<file path="src/sv/skgc_fifo.sv">
module skgc_fifo #(
  parameter int WIDTH = 8,
  parameter int DEPTH = 4
) (
  input  logic             clk,
  input  logic             rst,
  input  logic             push,
  input  logic [WIDTH-1:0] wdata,
  output logic             full,
  input  logic             pop,
  output logic [WIDTH-1:0] rdata,
  output logic             empty
);

  localparam int PW = $clog2(DEPTH);
  localparam int CW = $clog2(DEPTH + 1);

  logic [WIDTH-1:0] mem [DEPTH];
  logic [PW-1:0]    wptr;
  logic [PW-1:0]    rptr;
  logic [CW-1:0]    cnt;
  logic             do_push;
  logic             do_pop;

  assign full    = (cnt == CW'(DEPTH));
  assign empty   = (cnt == '0);
  assign do_push = push && !full;
  assign do_pop  = pop && !empty;
  assign rdata   = mem[rptr];

  // Storage; pointers wrap since the depth is a power of two.
  always_ff @(posedge clk) begin
    if (do_push) begin
      mem[wptr] <= wdata;
    end
  end

  always_ff @(posedge clk) begin
    if (rst) begin
      wptr <= '0;
      rptr <= '0;
      cnt  <= '0;
    end else begin
      if (do_push) begin
        wptr <= wptr + PW'(1);
      end
      if (do_pop) begin
        rptr <= rptr + PW'(1);
      end
      if (do_push && !do_pop) begin
        cnt <= cnt + CW'(1);
      end else if (do_pop && !do_push) begin
        cnt <= cnt - CW'(1);
      end
    end
  end

  a_no_overflow: assert property (@(posedge clk) disable iff (rst) !(push && full))
    else $error("request pushed into a full queue");
  a_cnt_bound: assert property (@(posedge clk) disable iff (rst) cnt <= CW'(DEPTH))
    else $error("queue count beyond its depth");
  a_ptr_match: assert property (@(posedge clk) disable iff (rst)
    (empty || full) |-> (wptr == rptr))
    else $error("queue pointers disagree with the count");

endmodule

</file>
<file path="config.mk">
export PLATFORM = sky130hd
export DESIGN_NAME = skgc_fifo
export DESIGN_NICKNAME = d
export VERILOG_FILES = /design/src/sv/skgc_fifo.sv
export SDC_FILE = /design/constraint.sdc
export NUM_CORES = 1
export LEC_CHECK = 0
export BUFFER_PORTS_ARGS = -buffer_cell sky130_fd_sc_hd__buf_2
export CORE_MARGIN = 4
export CORE_UTILIZATION = 55
export CTS_BUF_LIST = sky130_fd_sc_hd__clkbuf_8
export CTS_CLUSTER_SIZE = 30
export DETAILED_ROUTE_END_ITERATION = 8
export PLACE_DENSITY = 0.77
export SETUP_SLACK_MARGIN = 0.2
export SLEW_MARGIN = 40
export SYNTH_ARGS = -nofsm -noshare
export SYNTH_HDL_FRONTEND = slang
export SYNTH_SLANG_ARGS = --single-unit
</file>
<file path="constraint.sdc">
create_clock -name clk -period 2.75 [get_ports clk]
set_input_delay 0.4125 -clock clk [delete_from_list [all_inputs] [get_ports clk]]
set_output_delay 0.4125 -clock clk [all_outputs]
set_load 0.005 [all_outputs]
</file>
# == Word level (Yosys, flattened, before mapping) ==
# Memory sizes are Yosys's and may differ from the RTL's. A register that Yosys moved wholly into a read port is not among the register bits.
# Cells that the tools add are included.
# op_classes
magnitude_cmp,0
div_mod_pow,0
multipliers,0
n_reduce_logical,10
muxes,6
bitwise,0
n_shift,0
n_eq_ne,1
addsub,4
# ops
operator,n
$mux 3,2
$add 2x1->2 const B,2
$logic_and 1x1->1,4
$logic_not 1->1,4
$mux 2,2
$add 3x1->3 const B,1
$eq 3x3->1 const B,1
$logic_not 3->1,1
$sub 3x1->3 const B,1
$mux 1,2
$reduce_bool 2->1,1
# totals
regBits,7
in_bits,12
ramBits,32
latch_bits,0
mem_bits_ro,0
wordCells,25
n_memories,1
out_inout_bits,10
# memory_table
memory,depth,word_bits,rd,rd_ports_with_merged_regs,wr,line_no,rtl
mem,4,8,1,1,1,18,logic [WIDTH-1:0] mem [DEPTH];

# == Longest topological paths before layout ==
# depth
word_depth,7
ltp_mapped,8
ltp_nobuf,8

# == Worst setup path after synthesis ==
# OpenSTA, ideal clock, no wires.
# synth_timing
path_kind,reg-to-reg
startpoint,register cnt[0]
endpoint,register cnt[2]
n_path_buf,0
required_time_ps,2680
synth_period_minus_slack_ps,1964
setup_time_ps,70
setup_slack_ps,786
arrival_time_ps,1894
path_stages_with_launch,9
cell_sequence,dfxtp_1 -> nor3b_2 -> nor2_2 -> ha_1 -> inv_1 -> fa_1 -> xor2_1 -> or3_1 -> a21oi_1
# synth_between
elab_chain_cells,6
word_cells_on_any_way,15
classes_between,add/sub (2); eq/ne (1); mux (2); reduce/logical (10)
# synth_lines
item,line_no,rtl
start: declaration,21,logic [CW-1:0] cnt;
start signal: assignment,51,cnt <= cnt + CW'(1);
start signal: assignment,53,cnt <= cnt - CW'(1);
$eq 3x3->1 (*),25,assign full = (cnt == CW'(DEPTH));
via full,9,"output logic full,"
$logic_not 1->1 (*),27,assign do_push = push && !full;
$logic_and 1x1->1 (*),27,
via do_push,22,logic do_push;
$logic_not 1->1,52,end else if (do_pop && !do_push) begin
$logic_and 1x1->1,52,
$reduce_bool 2->1 (no source line),-,
# The timed path passes the listed nets; every way through them passes the cells marked *. The select of a mux whose other input is x is not followed.
# A chain may end at the register's enable or synchronous reset.

# == Final worst setup path ==
# layout_timing
startpoint,register cnt[0]
endpoint,register cnt[2]
# layout_between
elab_chain_cells,6
word_cells_on_any_way,15
classes_between,add/sub (2); eq/ne (1); mux (2); reduce/logical (10)
# layout_lines
item,line_no
$eq 3x3->1 (*),25
$logic_not 1->1 (*),27
$logic_and 1x1->1 (*),27
via do_push,22
$logic_not 1->1,52
$logic_and 1x1->1,52
$reduce_bool 2->1 (no source line),-
# Marks and branches as above.

==> out/metrics.cfg <==
[logic_synthesis]
synthTopCellsByArea = edfxtp_1 (59%), dfxtp_1 (11%), mux4_2 (11%)
yosys_warnings = 0
post_synth_inst_count = 90
synth_cell_types = 21
synth_fp_nets = 108
synth_edf_count = 32
yosysSeqAreaShare = 0.704
ys_async_sr_fraction = 0
synthMostInstantiatedCell = edfxtp_1
avgSynthCellArea_um2 = 18.0
syn_area_um2 = 1620
ys_ff_latch = 41
yosys.area.top_type = edfxtp_1
netlist.area_leader.share = 0.593
yosys_most_used_dff = edfxtp_1
synth_common_cells = edfxtp_1 (32), dfxtp_1 (9), mux4_2 (8)

[clocking]
cts.sinks = 41
clock_path_buffers = 2
cts-root-buf = clkbuf_8
clkLatencyLatePin_ns = 0.28
htree_levels = 2
cts_tree = built
cts_setup_buffers = 0
clk_pin_slew_ns = 0.07
ctsResizeCount = 0
cts_buffers = 5
cts_hold_buf = 0

[outcome]
status = finished clean

[global_routing]
grt_pass1_wl_mm = 4.20
grt_max_degree = 13
grt_pass1_vias = 858
antenna_found_initial = 0
grt.overflow.total = 0
grt_usage = 0.144

[sta]
setup_viol = 0
hold-worst-slack_ns = 0.346
rsz0062_at_grt = false
tns_ns = 0
max_freq_mhz = 465
fin_crit_ns = 2.15
setup_ws_ns = 0.599
hold_viol = 0
tightest_slew_ns = 0.535
finalMaxSlewViolations = 0
skew_ns = 0.00394
slew_headroom = 0.643
finalCritPeriodShare = 0.782

[cells_and_area]
final_nets = 133
diodes = 0
final_layout_size_suffix_gt1_frac = 0.336
syn2layout_area_growth_pct = 13.2

[worst_setup_path]
crit_required_ns = 2.96
crit_path_end_kind = flop
crit_buf_inv = 1
critPathKind = flop to flop
critPathLaunchType = flop
cpMaxStageDelayCell = dfxtp_1
crit_chain = nor3b_2 -> nor2_2 -> ha_1 -> inv_1 -> fa_1 -> xor2_1 -> or3_1 -> a21oi_1
critPathArrivalTime_ns = 2.36
slowest_delay_ns = 0.49
crit_family = simple AND/OR/NAND/NOR gates
cp_max_fo = 6

[place]
dpl_worst_slack_ns = 0.606
post-dp-hpwl_mm = 1.72
port-buffer-count = 21
routabilityCongestion = 0.731

[flow_run]
cap_violations = 0

[floorplan]
fp.dieW_um = 62.3
die_area_um2 = 3880
die_h_um = 62.3
rows = 19
pin_count = 22
initial_core_util = 0.583
core_area_um2 = 2780

[power]
p_leak_nw = 0.677
ir_drop_mv = 0.890
total_power_mw = 1.56
p_per_area_nw_per_um2 = 848

[detailed_routing]
firstDrtPassIters = 4
postRouteAntennaNets = 0
drc = 0
wire_per_inst_um = 16.4
first_iter_violations = 24
vias = 804
via_per_inst = 5.47
drt_wl_total_mm = 2.41

[worst_hold_path]
hp-class = primary input to flop

where the power goes:
group / internal (mW) / switching [mW] / leakage (nW)
clock: 0.172 / 0.181 / 0.0491
sequential: 0.755 / 0.0895 / 0.367
combinational: 0.209 / 0.150 / 0.260
logic make-up after synthesis:
logic type | Yosys count | share of synthesized area
buf+inv | 7 | 0.0170
compound gates | 6 | 0.0255
simple gates | 16 | 0.0571
xor+xnor | 4 | 0.0216
flops | 41 | 0.704
mux | 10 | 0.124
fa+ha+maj | 6 | 0.0510
sequential cells by signal, summed over array words and instances (netlist names), named ones only:
signal,cells
mem,32
cnt,3
wptr,2
rptr,2
final cells by class:
cell class | instances | area [um2]
Fill cell | 207 | 947
Multi-Input combinational cell | 42 | 452
Clock buffer | 5 | 68.8
Sequential cell | 41 | 1140
Clock inverter | 3 | 13.8
Timing Repair Buffer | 21 | 105
Tap cell | 31 | 38.8
Inverter | 4 | 15.0
per-layer routing:
layer	vias to the layer above	global-route usage	wire, um
met5	-	0	0
met1	389	0.176	1020
li1	390	-	-
met3	2	0.0559	123
met4	0	0.0637	24
met2	23	0.228	1240
through the flow:
| step | utilization | area (um2) | cells |
|---|---|---|---|
| 4_1_cts | 0.659 | 1830 | 147 |
| 2_1_floorplan | - | 1620 | 90 |
| 6_report | 0.659 | 1830 | 147 |
| 5_1_grt | 0.659 | 1830 | 147 |
| 3_5_place_dp | 0.630 | 1750 | 139 |
| 3_3_place_gp | 0.630 | 1750 | 139 |
path summary, 6_finish.rpt:
path                             start  cells after the start              endpoint  slack [ns]
setup / recovery   cnt[0]$_SDFFE_PP0P_                      8   cnt[2]$_SDFFE_PP0P_        0.60
hold / removal                wdata[3]                      1   mem[3][3]$_DFFE_PP_        0.35
setup reg to reg   cnt[0]$_SDFFE_PP0P_                      8   cnt[2]$_SDFFE_PP0P_        0.60
hold reg to reg   wptr[1]$_SDFFE_PP0P_                      2  wptr[1]$_SDFFE_PP0P_        0.52
cells in the final DEF (no fill, tap or decap), types with 2 or more instances in the layout:
master and count:
mux2i_1 2, edfxtp_1 32, nand2b_1 2, dfxtp_1 9
or3_1 2, a21oi_1 2, buf_2 21, ha_1 5
xor2_1 4, inv_1 5, and2_1 4, o21ai_0 2
clkinv_2 2, clkbuf_8 5, nor2_1 5, mux4_2 8
Power figures use the tool's default switching activity.
