--- src/sv/skgc_pkg.sv ---
package skgc_pkg;

  // Number formats.
  localparam int DATA_WIDTH = 16;
  localparam int FRAC_BITS  = 8;
  localparam int ONE        = 1 << FRAC_BITS;

  // Register widths.
  localparam int RATIO_W = 16;
  localparam int KNEE_W  = 14;
  localparam int H_W     = KNEE_W - 1;
  localparam int IDX_W   = 2;

  // Register indexes.
  localparam logic [IDX_W-1:0] REG_THRESHOLD = 2'd0;
  localparam logic [IDX_W-1:0] REG_RATIO     = 2'd1;
  localparam logic [IDX_W-1:0] REG_GATE      = 2'd2;
  localparam logic [IDX_W-1:0] REG_KNEE      = 2'd3;

  // Derived coefficient widths.
  localparam int O_W   = H_W + FRAC_BITS;
  localparam int D_W   = O_W + 1;
  localparam int C_W   = O_W + 1;
  localparam int HXO_W = H_W + O_W;

  // Datapath widths.
  localparam int X_W  = DATA_WIDTH + 1;
  localparam int P_W  = X_W + 1 + D_W;
  localparam int A_W  = HXO_W + 2;
  localparam int R_W  = A_W / 2;
  localparam int N_W  = O_W + FRAC_BITS + 1;
  localparam int DV_W = D_W;
  localparam int T_W  = FRAC_BITS + 3;
  localparam int TT_W = 2 * T_W;
  localparam int T2_W = TT_W - FRAC_BITS;
  localparam int HT_W = H_W + 1 + T_W;
  localparam int CT_W = C_W + T2_W + 1;
  localparam int Y_W  = P_W;

  // Reset values and the coefficients that follow from them.
  localparam int THR_RST   = 0;
  localparam int RATIO_RST = 1024;
  localparam int GATE_RST  = 256;
  localparam int KNEE_RST  = 1536;
  localparam int H_RST     = KNEE_RST / 2;
  localparam int O_RST     = (H_RST * ONE) / GATE_RST;
  localparam int C_RST     = (H_RST * ONE) / RATIO_RST - H_RST;
  localparam int D_RST     = (GATE_RST == ONE) ? 0 : H_RST - O_RST;
  localparam longint HXO_RST = longint'(H_RST) * longint'(O_RST);

  // Region of the transfer curve that a request falls in.
  typedef enum logic [1:0] {
    K_ABOVE,
    K_BELOW,
    K_LIN,
    K_ROOT
  } kind_t;

  // Configuration and derived coefficients.
  typedef struct packed {
    logic signed [DATA_WIDTH-1:0] thr;
    logic [RATIO_W-1:0]           r;
    logic [RATIO_W-1:0]           g;
    logic [KNEE_W-1:0]            knee;
    logic [H_W-1:0]               h;
    logic [O_W-1:0]               o;
    logic signed [D_W-1:0]        d;
    logic signed [C_W-1:0]        c;
    logic [HXO_W-1:0]             hxo;
    logic                         use_lin;
  } cfg_t;

  // Classified request passed from the front to the back.
  typedef struct packed {
    kind_t                 kind;
    logic signed [X_W-1:0] x;
  } fe_item_t;

  localparam int FE_W = $bits(fe_item_t);

endpackage

--- src/sv/skgc_front.sv ---
module skgc_front (
  input  logic                                 push,
  output logic                                 full,
  input  logic signed [skgc_pkg::DATA_WIDTH-1:0] level_db,
  input  skgc_pkg::cfg_t                       cfg,
  input  logic                                 busy,
  input  logic                                 q_full,
  output logic                                 q_push,
  output skgc_pkg::fe_item_t                   q_item
);

  localparam int XW = skgc_pkg::X_W;
  localparam int CW = XW + 2;

  logic signed [XW-1:0] x;
  logic signed [CW-1:0] x2;
  logic signed [CW-1:0] kn;
  logic                 in_knee;

  // Level relative to threshold; the knee test compares 2x against the full width.
  assign x       = XW'(level_db) - XW'(cfg.thr);
  assign x2      = $signed({x[XW-1], x, 1'b0});
  assign kn      = $signed(CW'(cfg.knee));
  assign in_knee = (x2 > -kn) && (x2 < kn);

  assign full   = q_full || busy;
  assign q_push = push && !full;

  // Classify the request by region of the curve.
  always_comb begin
    q_item   = '0;
    q_item.x = x;
    if (in_knee) begin
      q_item.kind = cfg.use_lin ? skgc_pkg::K_LIN : skgc_pkg::K_ROOT;
    end else if (!x[XW-1] && (x != '0)) begin
      q_item.kind = skgc_pkg::K_ABOVE;
    end else begin
      q_item.kind = skgc_pkg::K_BELOW;
    end
  end

endmodule

--- config.mk ---
export PLATFORM = sky130hd
export DESIGN_NAME = skgc_front
export DESIGN_NICKNAME = d
export VERILOG_FILES = /design/src/sv/skgc_pkg.sv /design/src/sv/skgc_front.sv
export SDC_FILE = /design/constraint.sdc
export NUM_CORES = 1
export LEC_CHECK = 0
export BUFFER_PORTS_ARGS = -buffer_cell sky130_fd_sc_hd__buf_2
export CAP_MARGIN = 25
export CORE_MARGIN = 2
export CORE_UTILIZATION = 30
export DETAILED_ROUTE_END_ITERATION = 12
export PLACE_DENSITY = 0.8
export SYNTH_ARGS = -nofsm -noshare
export SYNTH_HDL_FRONTEND = slang
export SYNTH_SLANG_ARGS = --single-unit
--- constraint.sdc ---
create_clock -name vclk -period 7.9
set_clock_uncertainty 0.15 [all_clocks]
set_input_delay 0.395 -clock vclk [all_inputs]
set_output_delay 0.395 -clock vclk [all_outputs]
set_load 0.02 [all_outputs]
After elaboration in Yosys (flattened, before gate mapping)
Index checks and enable logic that the tools add are counted.
{ "op_classes": {"n_reduce_logical": 7, "magnitude_cmp": 2, "addsub": 2, "mux": 3} }
{ "op_table": {"columns": ["operator", "count"], "rows": [
  ["greater-than comparator 18 x 19 -> 1 bit", 1],
  ["negator 14 -> 19 bit", 1],
  ["< comparator 18 x 15 -> 1 bit", 1],
  ["nonzero test 17 bit", 1],
  ["subtractor 16 x 16 -> 17 bit", 1],
  ["logical AND 1 bit", 3],
  ["logical NOT 1 bit", 2],
  ["2-to-1 mux 1 bit", 2],
  ["2-to-1 mux 2 bit", 1],
  ["logical OR 1 bit", 1]
]} }
{ "totals": {"ff_bits": 0, "in_bits": 194, "out_inout_bits": 21, "elab_cells": 14} }

Longest topological paths before layout
{ "depth": {"ltp_word": 5, "ltp_mapped": 20, "depth_no_buf": 19} }

Worst setup path before layout
Ideal clock, no wire load.
{ "synth_timing": {"kind": "input to output", "startpoint": "input port level_db[0] in the netlist's numbering", "endpoint": "output port q_item[17] in the netlist's numbering", "stages": 19, "required_ns": 7.355, "arrival_time_ns": 4.110, "setup_slack_ns": 3.245, "path_buffers": 0, "cell_sequence": "inv_1 > ha_1 > inv_1 > fa_1 > a21o_1 > a311o_1 > nand3_1 > a21oi_1 > xor2_1 > ha_1 > nand4_1 > nor2_1 > a21oi_1 > o21ai_0 > a211oi_1 > a2111oi_4 > or3_1 > and4_2 > o32a_1"} }
{ "synth_rtl": {"columns": ["item", "line_no", "text"], "rows": [
  ["from (decl)", "skgc_front.sv:4", "input logic signed [skgc_pkg::DATA_WIDTH-1:0] level_db,"],
  ["to (decl)", "skgc_front.sv:9", "output skgc_pkg::fe_item_t q_item"]
]} }

==> impl_results.md <==
* Initial antenna violation count at 0
* Crit Path Max Fanout at 4
* Gr usage total at 0.1422
* GRT Residual Overflow at 0
* Setup violators final at 0
* Starting Density at 0.3123
* Critical path, cell by cell: buf_2, inv_1, ha_1, inv_1, fa_1, a21o_1, a311o_1, a31o_2, nand2_1, xnor2_1, ha_1, inv_1, nor2_1, a21oi_1, o21ai_0, a211oi_1, a2111oi_4, or3_1, and4_2, o32a_1, buf_2
* Final hold violations at 0
* Min Tclk post-route at 4.974 ns
* Total number of vias at 2232
* Crit Path Class: in -> out
* Normalized max-slew margin at 0.6299
* Warnings from Yosys at 0
* CP startpoint: level_db[0]
* Pwr/cell area at 100.9 nW/um^2
* Combinational power share at 1.000
* Crit path arrival time at 4.43 ns
* Fin crit share at 0.6296
* Syn_area_per_cell at 7.174 sq um
* Fin nets at 588
* DRC Markers at 0
* First DRT Iteration DRCs at 63
* DR WL/cell at 12.63 microns
* Placed Area at 2424 sq um
* Cells after synthesis at 278
* Port Buf Inserts at 71
* Crit path required time at 7.36 ns
* Worst path buffer plus inverter count at 5
* Syn Std Cell Area at 1994 sq um
* Via density at 5.277
* Fmax at 201.0 MHz
* Int Pwr at 99.64 uW
* Slowest stage delay, CP at 0.40 ns
* Inserted Diodes at 0
* Max Cap Viol at 0
* Setup crit end kind: primary output
* Layout area overhead at 21.52%
* Cell with the most instances on the worst path: inv_1
* RSZ-0062 raised after global routing: no
* Register Area at 0 sq um
* Clkbuf count at 0
* Core ar. at 6386 sq um
* Antenna Violating Nets Remaining at 0
* Fin. max-slew vios at 0
* Hold WC Path Type: in -> out
* Total net switching power at 145.0 uW
* Die X at 85.54 microns
* Setup tns final at 0 ns
* Leak pwr at 1.265 nW
* Switching share of total power at 0.5927
* Setup bufs post-CTS at 0
* Clk network pwr share at 0
* Final wirelength at 5.344 mm
* DR pass1 iterations at 4
* Delay-heaviest family, CP: compound AO/OA/AOI/OAI gates
* IO Count at 215
* Fillers at 664
* WHS Endpoint: q_push
* Placed wire-length estimate at 4.658 mm
* Vias in the first global route at 2114
* Num sequential at 0
* First-pass GRT wire length at 9.004 mm
* Resized Gates After CTS at 0
* CP max-delay cell: fa_1
* Syn Nets at 518
* Outcome: complete, no violations
* Placement Rows at 29
* Startpoint types: input pin
* Chip height at 85.54 microns
* Final Cell Area at 2424 sq um
* Layout cell share with drive strength beyond 1 at 0.2457
* Die area at 7316 sq um
* Hold buffers post-CTS at 0
* VDD IR-drop max at 0.06464 mV
* Hold depth at 4
* Register area share after synthesis at 0
* Largest net degree at the start of global routing at 10
* Placer Congestion at 0.8675
* Sequential share of power at 0
* Hold_sp: push
* Slew @ Worst Pin at 0.5509 ns
* Synth cell types at 50
routing by layer:
layer | part of all wire | wire (microns) | GRT usage | vias to the layer above
li1 | - | - | - | 1150
met1 | 0.46 | 2467 | 0.1915 | 1008
met2 | 0.49 | 2614 | 0.2599 | 72
met3 | 0.046 | 246 | 0.002887 | 2
met4 | 0.0028 | 15 | 0.01876 | 0
met5 | 0 | 0 | 0 | -
tightest hold or removal path, cell delays in order:
cell and delay, ns:
buf_2 0.09, inv_1 0.04, nor2_1 0.03, buf_2 0.15
power by group through the flow:
stage / registers, mW / clock network [mW] / logic [mW]
floorplan: 0 / 0 / 0.176
global placement: 0 / 0 / 0.235
detailed placement: 0 / 0 / 0.242
CTS: 0 / 0 / 0.243
global route: 0 / 0 / 0.272
finish: 0 / 0 / 0.245
worst max path at each step:
stage | cells past startpoint | end
6_report | 21 | q_item[17]
5_1_grt | 21 | q_item[17]
4_1_cts | 21 | q_item[17]
3_5_place_dp | 21 | q_item[17]
3_3_place_gp | 21 | q_item[17]
2_1_floorplan | 19 | q_item[17]
metrics by stage:
step / hold WS [ns] / power [mW] / setup slack [ns] / std cells / utilization
after CTS: 0.9539 / 0.2435 / 2.937 / 423 / 0.3795
after global placement: 0.9496 / 0.2346 / 2.997 / 423 / 0.3795
after global routing: 0.9704 / 0.2722 / 2.654 / 423 / 0.3795
final: 0.9518 / 0.2446 / 2.926 / 423 / 0.3795
after detailed placement: 0.9523 / 0.2420 / 2.953 / 423 / 0.3795
after floorplan: 0.7594 / 0.1759 / 3.245 / 278 / -
cells in the final DEF (no fill, tap or decap), types with 8 or more instances in the layout:
cell     count
o21ai_0     13
ha_1        44
a21oi_1     17
nor3_1      12
a21o_1      10
nand4_1      8
xnor2_1     19
nand2_1     19
buf_2       71
nor2_1      22
inv_1       40
Yosys cell counts, drive strengths merged (2+ instances only):
| master | instances | share of area |
|---|---|---|
| a31oi | 2 | 0.0063 |
| nor2 | 22 | 0.041 |
| nor4 | 3 | 0.013 |
| a211oi | 4 | 0.018 |
| nand4 | 8 | 0.025 |
| or3 | 5 | 0.018 |
| a21oi | 18 | 0.047 |
| o21a | 4 | 0.015 |
| nor2b | 4 | 0.013 |
| o221a | 2 | 0.016 |
| and4 | 4 | 0.018 |
| inv | 40 | 0.075 |
| a211o | 3 | 0.013 |
| nand2b | 4 | 0.013 |
| buf | 2 | 0.0094 |
| xor2 | 4 | 0.018 |
| or4 | 4 | 0.015 |
| fa | 2 | 0.020 |
| a21o | 11 | 0.042 |
| o21ai | 14 | 0.035 |
| nor3 | 12 | 0.030 |
| ha | 44 | 0.28 |
| nand2 | 19 | 0.036 |
| nand3 | 4 | 0.010 |
| or2 | 2 | 0.0063 |
| xnor2 | 19 | 0.083 |
| a31o | 3 | 0.013 |
| o211ai | 3 | 0.011 |
cell families (layout without fill, tap and decap cells):
family,count (synthesis),count (layout),synth area share
AND/OR/NAND/NOR,92,92,0.2415
buffers and inverters,43,111,0.08657
XOR/XNOR,23,23,0.1010
adder cells (fa/ha/maj),47,47,0.3011
AO/OA/AOI/OAI,71,71,0.2591
multiplexers,2,2,0.01066
area by class of cell:
cell class / instances / area, sq um / share of cell area
Timing Repair Buffer: 71 / 355.3 / 0.1466
Tap cell: 77 / 96.34 / 0.03975
Inverter: 40 / 150.1 / 0.06195
Multi-Input combinational cell: 235 / 1822 / 0.7517
(Power assumes the default switching activity.)
