### src/sv/skgc_pkg.sv
package skgc_pkg;

  // Number formats.
  localparam int DATA_WIDTH = 16;
  localparam int FRAC_BITS  = 8;
  localparam int ONE        = 1 << FRAC_BITS;

  // Register widths.
  localparam int RATIO_W = 16;
  localparam int KNEE_W  = 14;
  localparam int H_W     = KNEE_W - 1;
  localparam int IDX_W   = 2;

  // Register indexes.
  localparam logic [IDX_W-1:0] REG_THRESHOLD = 2'd0;
  localparam logic [IDX_W-1:0] REG_RATIO     = 2'd1;
  localparam logic [IDX_W-1:0] REG_GATE      = 2'd2;
  localparam logic [IDX_W-1:0] REG_KNEE      = 2'd3;

  // Derived coefficient widths.
  localparam int O_W   = H_W + FRAC_BITS;
  localparam int D_W   = O_W + 1;
  localparam int C_W   = O_W + 1;
  localparam int HXO_W = H_W + O_W;

  // Datapath widths.
  localparam int X_W  = DATA_WIDTH + 1;
  localparam int P_W  = X_W + 1 + D_W;
  localparam int A_W  = HXO_W + 2;
  localparam int R_W  = A_W / 2;
  localparam int N_W  = O_W + FRAC_BITS + 1;
  localparam int DV_W = D_W;
  localparam int T_W  = FRAC_BITS + 3;
  localparam int TT_W = 2 * T_W;
  localparam int T2_W = TT_W - FRAC_BITS;
  localparam int HT_W = H_W + 1 + T_W;
  localparam int CT_W = C_W + T2_W + 1;
  localparam int Y_W  = P_W;

  // Reset values and the coefficients that follow from them.
  localparam int THR_RST   = 0;
  localparam int RATIO_RST = 1024;
  localparam int GATE_RST  = 256;
  localparam int KNEE_RST  = 1536;
  localparam int H_RST     = KNEE_RST / 2;
  localparam int O_RST     = (H_RST * ONE) / GATE_RST;
  localparam int C_RST     = (H_RST * ONE) / RATIO_RST - H_RST;
  localparam int D_RST     = (GATE_RST == ONE) ? 0 : H_RST - O_RST;
  localparam longint HXO_RST = longint'(H_RST) * longint'(O_RST);

  // Region of the transfer curve that a request falls in.
  typedef enum logic [1:0] {
    K_ABOVE,
    K_BELOW,
    K_LIN,
    K_ROOT
  } kind_t;

  // Configuration and derived coefficients.
  typedef struct packed {
    logic signed [DATA_WIDTH-1:0] thr;
    logic [RATIO_W-1:0]           r;
    logic [RATIO_W-1:0]           g;
    logic [KNEE_W-1:0]            knee;
    logic [H_W-1:0]               h;
    logic [O_W-1:0]               o;
    logic signed [D_W-1:0]        d;
    logic signed [C_W-1:0]        c;
    logic [HXO_W-1:0]             hxo;
    logic                         use_lin;
  } cfg_t;

  // Classified request passed from the front to the back.
  typedef struct packed {
    kind_t                 kind;
    logic signed [X_W-1:0] x;
  } fe_item_t;

  localparam int FE_W = $bits(fe_item_t);

endpackage

### src/sv/skgc_regs.sv
module skgc_regs (
  input  logic                                clk,
  input  logic                                rst,
  input  logic                                cfg_we,
  input  logic [skgc_pkg::IDX_W-1:0]          cfg_idx,
  input  logic [skgc_pkg::DATA_WIDTH-1:0]     cfg_data,
  output skgc_pkg::cfg_t                      cfg,
  output logic                                busy
);

  localparam int DW  = skgc_pkg::DATA_WIDTH;
  localparam int F   = skgc_pkg::FRAC_BITS;
  localparam int RW  = skgc_pkg::RATIO_W;
  localparam int QW  = skgc_pkg::O_W;
  localparam int CNW = $clog2(QW);

  typedef enum logic [4:0] {
    ST_IDLE = 5'b00001,
    ST_LOAD = 5'b00010,
    ST_DIVO = 5'b00100,
    ST_DIVC = 5'b01000,
    ST_MUL  = 5'b10000
  } state_t;

  state_t                          state;
  logic [DW-1:0]                   thr;
  logic [RW-1:0]                   ratio;
  logic [RW-1:0]                   gate;
  logic [skgc_pkg::KNEE_W-1:0]     knee;
  logic [skgc_pkg::O_W-1:0]        o;
  logic signed [skgc_pkg::D_W-1:0] d;
  logic signed [skgc_pkg::C_W-1:0] c;
  logic [skgc_pkg::HXO_W-1:0]      hxo;
  logic [CNW-1:0]                  cnt;
  logic [QW-1:0]                   quo;
  logic [RW-1:0]                   rem;

  logic [skgc_pkg::H_W-1:0] h;
  logic [RW-1:0]            r_eff;
  logic [RW-1:0]            g_eff;
  logic [RW-1:0]            dvs;
  logic [RW:0]              sh;
  logic                     ge;
  logic [RW-1:0]            rem_next;
  logic [QW-1:0]            quo_next;
  logic                     done;

  // A ratio or gate of zero counts as the smallest step.
  assign h     = knee[skgc_pkg::KNEE_W-1:1];
  assign r_eff = (ratio == '0) ? RW'(1) : ratio;
  assign g_eff = (gate == '0) ? RW'(1) : gate;

  // One quotient bit per cycle of the coefficient divider.
  assign dvs      = (state == ST_DIVO) ? g_eff : r_eff;
  assign sh       = {rem, quo[QW-1]};
  assign ge       = (sh >= {1'b0, dvs});
  assign rem_next = ge ? RW'(sh - {1'b0, dvs}) : sh[RW-1:0];
  assign quo_next = {quo[QW-2:0], ge};
  assign done     = (cnt == CNW'(QW - 1));

  always_ff @(posedge clk) begin
    if (rst) begin
      state <= ST_IDLE;
      thr   <= DW'(skgc_pkg::THR_RST);
      ratio <= RW'(skgc_pkg::RATIO_RST);
      gate  <= RW'(skgc_pkg::GATE_RST);
      knee  <= skgc_pkg::KNEE_W'(skgc_pkg::KNEE_RST);
      o     <= skgc_pkg::O_W'(skgc_pkg::O_RST);
      d     <= skgc_pkg::D_W'(skgc_pkg::D_RST);
      c     <= skgc_pkg::C_W'(skgc_pkg::C_RST);
      hxo   <= skgc_pkg::HXO_W'(skgc_pkg::HXO_RST);
      cnt   <= '0;
    end else if (cfg_we) begin
      unique case (cfg_idx)
        skgc_pkg::REG_THRESHOLD: thr   <= cfg_data;
        skgc_pkg::REG_RATIO:     ratio <= cfg_data[RW-1:0];
        skgc_pkg::REG_GATE:      gate  <= cfg_data[RW-1:0];
        skgc_pkg::REG_KNEE:      knee  <= cfg_data[skgc_pkg::KNEE_W-1:0];
        default: ;
      endcase
      state <= ST_LOAD;
    end else begin
      unique case (state)
        ST_IDLE: ;
        ST_LOAD: begin
          quo   <= {h, F'(0)};
          rem   <= '0;
          cnt   <= '0;
          state <= ST_DIVO;
        end
        ST_DIVO: begin
          quo <= quo_next;
          rem <= rem_next;
          cnt <= cnt + CNW'(1);
          if (done) begin
            o     <= quo_next;
            quo   <= {h, F'(0)};
            rem   <= '0;
            cnt   <= '0;
            state <= ST_DIVC;
          end
        end
        ST_DIVC: begin
          quo <= quo_next;
          rem <= rem_next;
          cnt <= cnt + CNW'(1);
          if (done) begin
            c     <= $signed({1'b0, quo_next}) - $signed(skgc_pkg::C_W'(h));
            state <= ST_MUL;
          end
        end
        ST_MUL: begin
          hxo <= skgc_pkg::HXO_W'(h) * skgc_pkg::HXO_W'(o);
          if (g_eff == RW'(skgc_pkg::ONE)) begin
            d <= '0;
          end else begin
            d <= $signed(skgc_pkg::D_W'(h)) - $signed({1'b0, o});
          end
          state <= ST_IDLE;
        end
        default: state <= ST_IDLE;
      endcase
    end
  end

  assign busy = (state != ST_IDLE);

  always_comb begin
    cfg         = '0;
    cfg.thr     = $signed(thr);
    cfg.r       = r_eff;
    cfg.g       = g_eff;
    cfg.knee    = knee;
    cfg.h       = h;
    cfg.o       = o;
    cfg.d       = d;
    cfg.c       = c;
    cfg.hxo     = hxo;
    cfg.use_lin = (d == '0);
  end

  a_write_busy: assert property (@(posedge clk) disable iff (rst) cfg_we |=> busy)
    else $error("coefficient update did not start after a write");
  a_mul_last: assert property (@(posedge clk) disable iff (rst)
    ($past(state == ST_MUL) && !$past(cfg_we)) |-> !busy)
    else $error("coefficient update did not finish after the product");

endmodule

### config.mk
export PLATFORM = sky130hd
export DESIGN_NAME = skgc_regs
export DESIGN_NICKNAME = d
export VERILOG_FILES = /design/src/sv/skgc_pkg.sv /design/src/sv/skgc_regs.sv
export SDC_FILE = /design/constraint.sdc
export NUM_CORES = 1
export LEC_CHECK = 0
export BUFFER_PORTS_ARGS = -buffer_cell sky130_fd_sc_hd__buf_2
export CORE_AREA = 2 2 183 185
export CTS_BUF_LIST = sky130_fd_sc_hd__clkbuf_16
export DETAILED_ROUTE_END_ITERATION = 10
export DIE_AREA = 0 0 185 187
export PLACE_DENSITY = 0.8
export SYNTH_ARGS = -nofsm -noshare
export SYNTH_HDL_FRONTEND = slang
export SYNTH_SLANG_ARGS = --single-unit
export TNS_END_PERCENT = 20
### constraint.sdc
create_clock -name clk -period 6.2 [get_ports clk]
set_input_delay 1.86 -clock clk [delete_from_list [all_inputs] [get_ports clk]]
set_output_delay 1.86 -clock clk [all_outputs]
set_load 0.02 [all_outputs]
Word-level counts from Yosys, hierarchy flattened:

Cells that the tools add are included.
Widths: inputs -> output; s select.

* word-level logic and storage cells: 70
* input port bits: 21
* output and inout bits: 176
* flip-flop bits (word level): 208

* bitwise operators: 3
* reductions and logical operators: 17
* add/subtract/negate cells: 4
* multiplexer cells: 15
* magnitude comparators: 1
* equal/unequal tests: 16
* $mul: 1

Operators with widths (number)
* $mux 16: 5
* $pmux 21 s3: 1
* $pmux 16 s3: 1
* $mul 13x21->34: 1
* $logic_not 16->1: 2
* $logic_not 22->1: 1
* $mux 22: 1
* $sub 13x21->22: 1
* $sub 21x13->22: 1
* $mux 21: 1
* $pmux 5 s4: 1
* $ge 17x16->1: 1
* $eq 16x9->1 const B: 1
* $sub 16x16->16: 1
* $mux 5: 3
* $pmux 5 s3: 1
* $reduce_and 3->1: 5
* $reduce_and 2->1: 6
* $eq 5x5->1 const B: 2
* $ne 2x2->1 const B: 3
* $ne 3x3->1 const B: 2
* $add 5x1->5 const B: 1
* $eq 5x1->1 const B: 1
* $eq 5x2->1 const B: 1
* 10 further kinds: 13

Logic depth before layout (Yosys ltp):

Gate-level depths: netlist (run 1).

* depth in word-level cells: 7
* depth in mapped cells: 22
* gate-level depth less buffers: 20

Least setup slack after synthesis (run 1):

No wires, ideal clock.

* kind: reg-to-reg
* from: register knee[8] (netlist name)
* to: register hxo[30] (netlist name)
* setup slack: 508 ps
* arrival time: 5605 ps
* required time: 6113 ps
* setup time: 87 ps
* period minus slack after synthesis: 5692 ps
* cell stages (with the launch flop): 20
* path buffers: 2
* cells stage by stage: dfxtp_1 clkbuf_1 clkbuf_1 nand2_1 fa_1 inv_1 fa_1 fa_1 fa_1 inv_1 fa_1 inv_1 ha_1 o21ai_0 a21oi_1 nor3b_1 and3_4 or4b_4 and3b_1 o31ai_1

* word-level cells in the longest chain between the ends: 1

RTL lines
* from (decl): RTL line skgc_regs.sv:29 `logic [skgc_pkg::KNEE_W-1:0] knee;`
* from (signal assigned): RTL line skgc_regs.sv:67 `knee <= skgc_pkg::KNEE_W'(skgc_pkg::KNEE_RST);`
* from (signal assigned): RTL line skgc_regs.sv:78 `skgc_pkg::REG_KNEE: knee <= cfg_data[skgc_pkg::KNEE_W-1:0];`
* $mul 13x21->34: RTL line skgc_regs.sv:113 `hxo <= skgc_pkg::HXO_W'(h) * skgc_pkg::HXO_W'(o);`
* to (signal assigned): RTL line skgc_regs.sv:71 `hxo <= skgc_pkg::HXO_W'(skgc_pkg::HXO_RST);`
* to (signal assigned): RTL line skgc_regs.sv:113
* to (decl): RTL line skgc_regs.sv:33 `logic [skgc_pkg::HXO_W-1:0] hxo;`

No other way between the ends.
A chain may end at the register's enable or synchronous reset.

Worst setup path in the final report (run 1):

* from: register knee[7] (netlist name)
* to: register hxo[30] (netlist name)

The elaborated chain is that of the path after synthesis.

==> impl_metrics.env, run 1 <==
export IMPL_status="finished, final reports clean"
export IMPL_avgSynthCellArea_um2=8.29
export IMPL_drive_above_1_share=0.128
export IMPL_io_pins=197
export IMPL_synthCells=2326
export IMPL_antenna_found_initial=0
export IMPL_setup_viol=0
export IMPL_pre_cts_ws_ps=290
export IMPL_crit_required_ps=6650
export IMPL_wl_um=55300
export IMPL_cts_buffers=24
export IMPL_grt_setup_unrepaired="no"
export IMPL_grt_usage=0.323
export IMPL_numPortBuffers=196
export IMPL_worstSetupEndpointType="flop"
export IMPL_synthFlopType="dfxtp_1"
export IMPL_worstPathCellList="inv_1 -> nor2_1 -> fa_1 -> fa_1 -> inv_1 -> fa_1 -> fa_1 -> fa_1 -> inv_1 -> ha_1 -> nand4_1 -> nor2_1 -> nand3_2 -> and3_4 -> or4b_4 -> and3b_1 -> o31ai_1"
export IMPL_drtIter0Drc=1488
export IMPL_cp_arrival_ps=6440
export IMPL_max_freq_ghz=0.167
export IMPL_grt_pass1_vias=16900
export IMPL_worst_slack_ps=211
export IMPL_initial_core_util=0.587
export IMPL_slowest_stage="dfxtp_1"
export IMPL_cpLargestDelayFamily="adder cells"
export IMPL_hold_violations=0
export IMPL_max_slew_margin=0.166
export IMPL_ys_warn_count=0
export IMPL_routedWlPerCell_um=19.1
export IMPL_regArea_um2=4540
export IMPL_synth_fp_nets=2695
export IMPL_gp_congestion=0.975
export IMPL_p_per_area_nw_per_um2=150
export IMPL_numClockSinks=208
export IMPL_vias=16800
export IMPL_min_period_ps=5990
export IMPL_vdd_drop_max_mv=0.218
export IMPL_max_cap_violations=0
export IMPL_nNetsFinal=2801
export IMPL_async_flop_share=0
export IMPL_coreArea_um2=32900
export IMPL_timing_worst_setup_path_type="flop to flop"
export IMPL_drt_first_pass_iters=5
export IMPL_grt_ovfl_total=0
export IMPL_path_max_fanout=13
export IMPL_grt_pass1_wl_um=88800
export IMPL_startpoint_type="flop"
export IMPL_routed_via_density=5.79
export IMPL_drcViolationCount=0
export IMPL_grt_max_degree=88
export IMPL_slew_viol_final=0
export IMPL_layout_common_cells="433 x nand2_1, 311 x inv_1, 212 x fa_1, 195 x buf_2, 170 x dfxtp_1"
export IMPL_layout_commonest_cell="nand2_1"
export IMPL_ys_seq_area_frac=0.235
export IMPL_cpPeakStageDelay_ps=750
export IMPL_tightest_slew_ps=1250
export IMPL_skew_ps=33.2
export IMPL_rows=67
export IMPL_p_leak_uw=0.0101
export IMPL_diodes=0
export IMPL_netlist_area_um2=19300
export IMPL_clkTransAtPathRegs_ps=70
export IMPL_clock_path_buffers=3
export IMPL_final_antenna_net_count=0
export IMPL_fin_crit_sh=0.966
export IMPL_clk_insertion_delay_late_ps=560
export IMPL_n_fill_cell=2787
export IMPL_setup_tns_ps=0
export IMPL_die_width_um=185
export IMPL_hold_class="flop to flop"
export IMPL_die_area_um2=34600
export IMPL_cp_common_cell="fa_1"
export IMPL_cts_tree="yes"
export IMPL_yosysUniqueCellTypes=85
export IMPL_die_y_um=187
export IMPL_synth_seq_cells=208
export IMPL_cts_root_buf="clkbuf_16"
export IMPL_multi_input_area_um2=12900
export IMPL_crit_buf_inv=3
export IMPL_area_delta_synth_final_pct=10.4
export IMPL_cts_max_level=1
export IMPL_hpwl_um=42600
export IMPL_synth_edf_count=37
## report_power, final
part | leakage [µW] | total [µW] | switching [µW] | internal [µW]
logic | 0.00795 | 383 | 248 | 135
registers | 0.00174 | 1410 | 26.1 | 1390
clock network | 0.000386 | 1400 | 618 | 784
## cells by family after synthesis
logic type / count (synthesis) / share of synthesized area
muxes: 29 / 0.0152
and+or+nand+nor: 807 / 0.187
buffers and inverters: 479 / 0.0975
DFF: 208 / 0.235
AOI/OAI and AO/OA: 393 / 0.129
adders and majority gates: 348 / 0.308
xor gates and xnor gates: 62 / 0.0282
## synthesized netlist by cell type (37+ instances only)
library cell	number	area (µm²)
a21oi_1	152	761
and2_1	54	338
clkbuf_1	136	510
dfxtp_1	171	3420
edfxtp_1	37	1110
fa_1	212	4240
ha_1	136	1700
inv_1	310	1160
nand2_1	433	1630
nor2_1	148	556
o21ai_0	78	390
xnor2_1	37	324
## through the flow
step	cells	total power [µW]	utilization	hold slack [ps]	instance area, µm²
global placement	2854	1810	0.624	430	20500
global route	2898	3300	0.648	462	21300
floorplan	2326	1710	-	436	19300
finish	2898	3200	0.648	445	21300
detailed placement	2854	1820	0.624	440	20500
CTS	2898	3210	0.648	450	21300
## sequential cells by signal (all words and copies together), names as in the netlist
name   cells
hxo       34
c         22
d         22
o         21
quo       21
gate      16
ratio     16
rem       16
thr       16
knee      14
cnt        5
state      5
## tightest hold or removal path: cells and delay by family (launching register included)
kind | cells | cell delay, ps
flops | 1 | 300
simple gates | 1 | 50
compound gates | 1 | 50
## cell type report
class | count | share of cell area
well taps | 448 | 0.0263
flip-flops and latches | 208 | 0.213
repair buffers | 244 | 0.0631
inverters | 315 | 0.0556
multi-input cells | 1639 | 0.605
clock inverters | 19 | 0.00729
clock buffers | 25 | 0.0294
## metal layers
layer  GRT usage  vias to the layer above  part of all wire
li1            -                     7705                 -
met1       0.402                     8058              0.39
met2       0.542                      866              0.47
met3      0.0761                      158             0.097
met4       0.126                        0             0.043
met5           0                        -                 0
## path summary, 6_finish.rpt
kind         slack [ps]  cells after the start  endpoint     from
min reg2reg         450                      2    hxo[8]   hxo[8]
max                 210                     17   hxo[30]  knee[7]
max reg2reg         210                     17   hxo[30]  knee[7]
min                 450                      2    hxo[8]   hxo[8]
## what timing repair did
| action | CTS | global route |
|---|---|---|
| endpoints found under the setup margin | 0 | 4 |
| gates resized for setup | 0 | 1 |
| buffers inserted | 0 | 0 |
| hold buffers | 0 | 0 |
Note: power is estimated with default switching activity, not from simulation.
==> run 2: changes to the inputs <==
clock period = 6.7 ns   (was 6.2 ns; I/O delays follow)
==> run 2 against run 1 <==
Clock skew down 23 ps; non-clock buffer count down 17; highest routed layer unchanged; fmax down 3.2%; global-route usage down 0.48 points; die area unchanged; clock power about the same.
==> impl_metrics.env, run 2 (synthesis gave the netlist of run 1 again) <==
export IMPL_antenna_found_initial=0
export IMPL_die_width_um=185
export IMPL_grt_max_degree=79
export IMPL_worstSetupEndpointType="flop"
export IMPL_drt_first_pass_iters=5
export IMPL_drcViolationCount=0
export IMPL_slew_viol_final=0
export IMPL_status="finished, final reports clean"
export IMPL_numClockSinks=208
export IMPL_layout_common_cells="433 x nand2_1, 311 x inv_1, 212 x fa_1, 195 x buf_2, 171 x dfxtp_1"
export IMPL_fin_crit_sh=0.924
export IMPL_routed_via_density=5.78
export IMPL_hold_violations=0
export IMPL_p_leak_uw=0.0100
export IMPL_cpPeakStageDelay_ps=1080
export IMPL_max_freq_ghz=0.162
export IMPL_regMostFlops="hxo"
export IMPL_setup_viol=0
export IMPL_crit_buf_inv=5
export IMPL_r2r_slack_ps=510
export IMPL_wl_um=54700
export IMPL_die_area_um2=34600
export IMPL_area_delta_synth_final_pct=9.98
export IMPL_post_cts_setup_buffers=0
export IMPL_grt_pass1_wl_um=87300
export IMPL_coreArea_um2=32900
export IMPL_drive_above_1_share=0.122
export IMPL_final_core_util=0.645
export IMPL_max_cap_violations=0
export IMPL_power_uw=3050
export IMPL_cts_buffers=24
export IMPL_reg_largest_list="hxo x34, c x22, d x22"
export IMPL_largest_reg_flops=34
export IMPL_drtIter0Drc=1312
export IMPL_worst_hold_slack_ps=446
export IMPL_io_pins=197
export IMPL_min_period_ps=6190
export IMPL_cpLargestDelayFamily="adder cells"
export IMPL_grt_setup_unrepaired="no"
export IMPL_clkTransAtPathRegs_ps=60
export IMPL_hold_class="flop to flop"
export IMPL_cts_tree="yes"
export IMPL_cts_hold_buf=0
export IMPL_grt_usage=0.318
export IMPL_slowest_stage="dfxtp_1"
export IMPL_startpoint_type="flop"
export IMPL_cp_arrival_ps=6590
export IMPL_timing_worst_setup_path_type="flop to flop"
export IMPL_die_y_um=187
export IMPL_nNetsFinal=2784
export IMPL_gp_congestion=0.964
export IMPL_vias=16700
export IMPL_clk_insertion_delay_late_ps=530
export IMPL_worst_slack_ps=512
export IMPL_grt_pass1_vias=16600
export IMPL_rows=67
export IMPL_pre_cts_ws_ps=674
export IMPL_initial_core_util=0.587
export IMPL_diodes=0
export IMPL_max_slew_margin=0.146
export IMPL_p_per_area_nw_per_um2=144
export IMPL_final_antenna_net_count=0
export IMPL_numPortBuffers=196
export IMPL_cts_max_level=1
export IMPL_grt_ovfl_total=0
export IMPL_crit_required_ps=7110
export IMPL_skew_ps=9.94
export IMPL_cts_resized_gates=0
export IMPL_routedWlPerCell_um=19.0
export IMPL_tightest_slew_ps=1280
export IMPL_layout_commonest_cell="nand2_1"
export IMPL_vdd_drop_max_mv=0.194
export IMPL_cts_root_buf="clkbuf_16"
export IMPL_setup_tns_ps=0
export IMPL_worstHoldPathCells=2
export IMPL_reg2reg_depth=19
export IMPL_path_max_fanout=24
export IMPL_clock_path_buffers=3
export IMPL_worstPathCellList="inv_1 -> nor2_1 -> fa_1 -> inv_1 -> fa_1 -> inv_1 -> fa_1 -> fa_1 -> inv_1 -> fa_1 -> inv_1 -> ha_1 -> a21oi_1 -> nand2_1 -> a221o_1 -> a21o_1 -> a311oi_1 -> xor2_1 -> o21ai_0"
export IMPL_crit_cells=19
export IMPL_hpwl_um=41900
## run 2: cell types whose count changed in the layout (fill, tap and decap cells not counted), sizes merged
cell,previous run,this run
clkinv,18,16
buf,244,227
inv,314,312
clkbuf,25,26
bufinv,1,3
clkinvlp,1,2
## run 2: stage by stage
step / area, µm² / instances
final: 21200 / 2881
after global routing: 21200 / 2881
after CTS: 21200 / 2881
after detailed placement: 20400 / 2837
after global placement: 20400 / 2837
after floorplan: 19300 / 2326
## run 2: path summary, 6_finish.rpt
check / startpoint / end
hold / removal: hxo[14] / hxo[14]
setup / recovery: knee[9] / hxo[27]
setup reg to reg: knee[9] / hxo[27]
hold reg to reg: hxo[14] / hxo[14]
## run 2: per-layer routing
layer	share of wire	GRT usage	vias up
li1	-	-	7652
met1	0.39	0.404	8024
met2	0.47	0.524	819
met3	0.094	0.0693	163
met4	0.043	0.135	0
met5	0	0	-
## run 2: area by class of cell
cell class | count | area, µm²
Clock buffer | 26 | 651
Clock inverter | 18 | 183
Sequential cell | 208 | 4530
Tap cell | 448 | 561
Inverter | 315 | 1180
Multi-Input combinational cell | 1639 | 12900
Timing Repair Buffer | 227 | 1220
Fill cell | 2773 | 11700
## run 2: where the power goes
part           leakage [µW]  internal [µW]  switching (µW)
Combinational       0.00786            123             229
Sequential          0.00174           1280            24.4
Clock              0.000407            821             567
Total                0.0100           2230             820
## run 2: worst register-to-register path, stage by stage, from the launching register on
cell      delay [ps]
dfxtp_1         1080
inv_1            390
nor2_1           290
fa_1             440
inv_1             90
fa_1             390
inv_1             80
fa_1             430
fa_1             490
inv_1             50
fa_1             350
inv_1             60
ha_1             280
a21oi_1          260
nand2_1          160
a221o_1          380
a21o_1           210
a311oi_1         360
xor2_1           180
o21ai_0           80
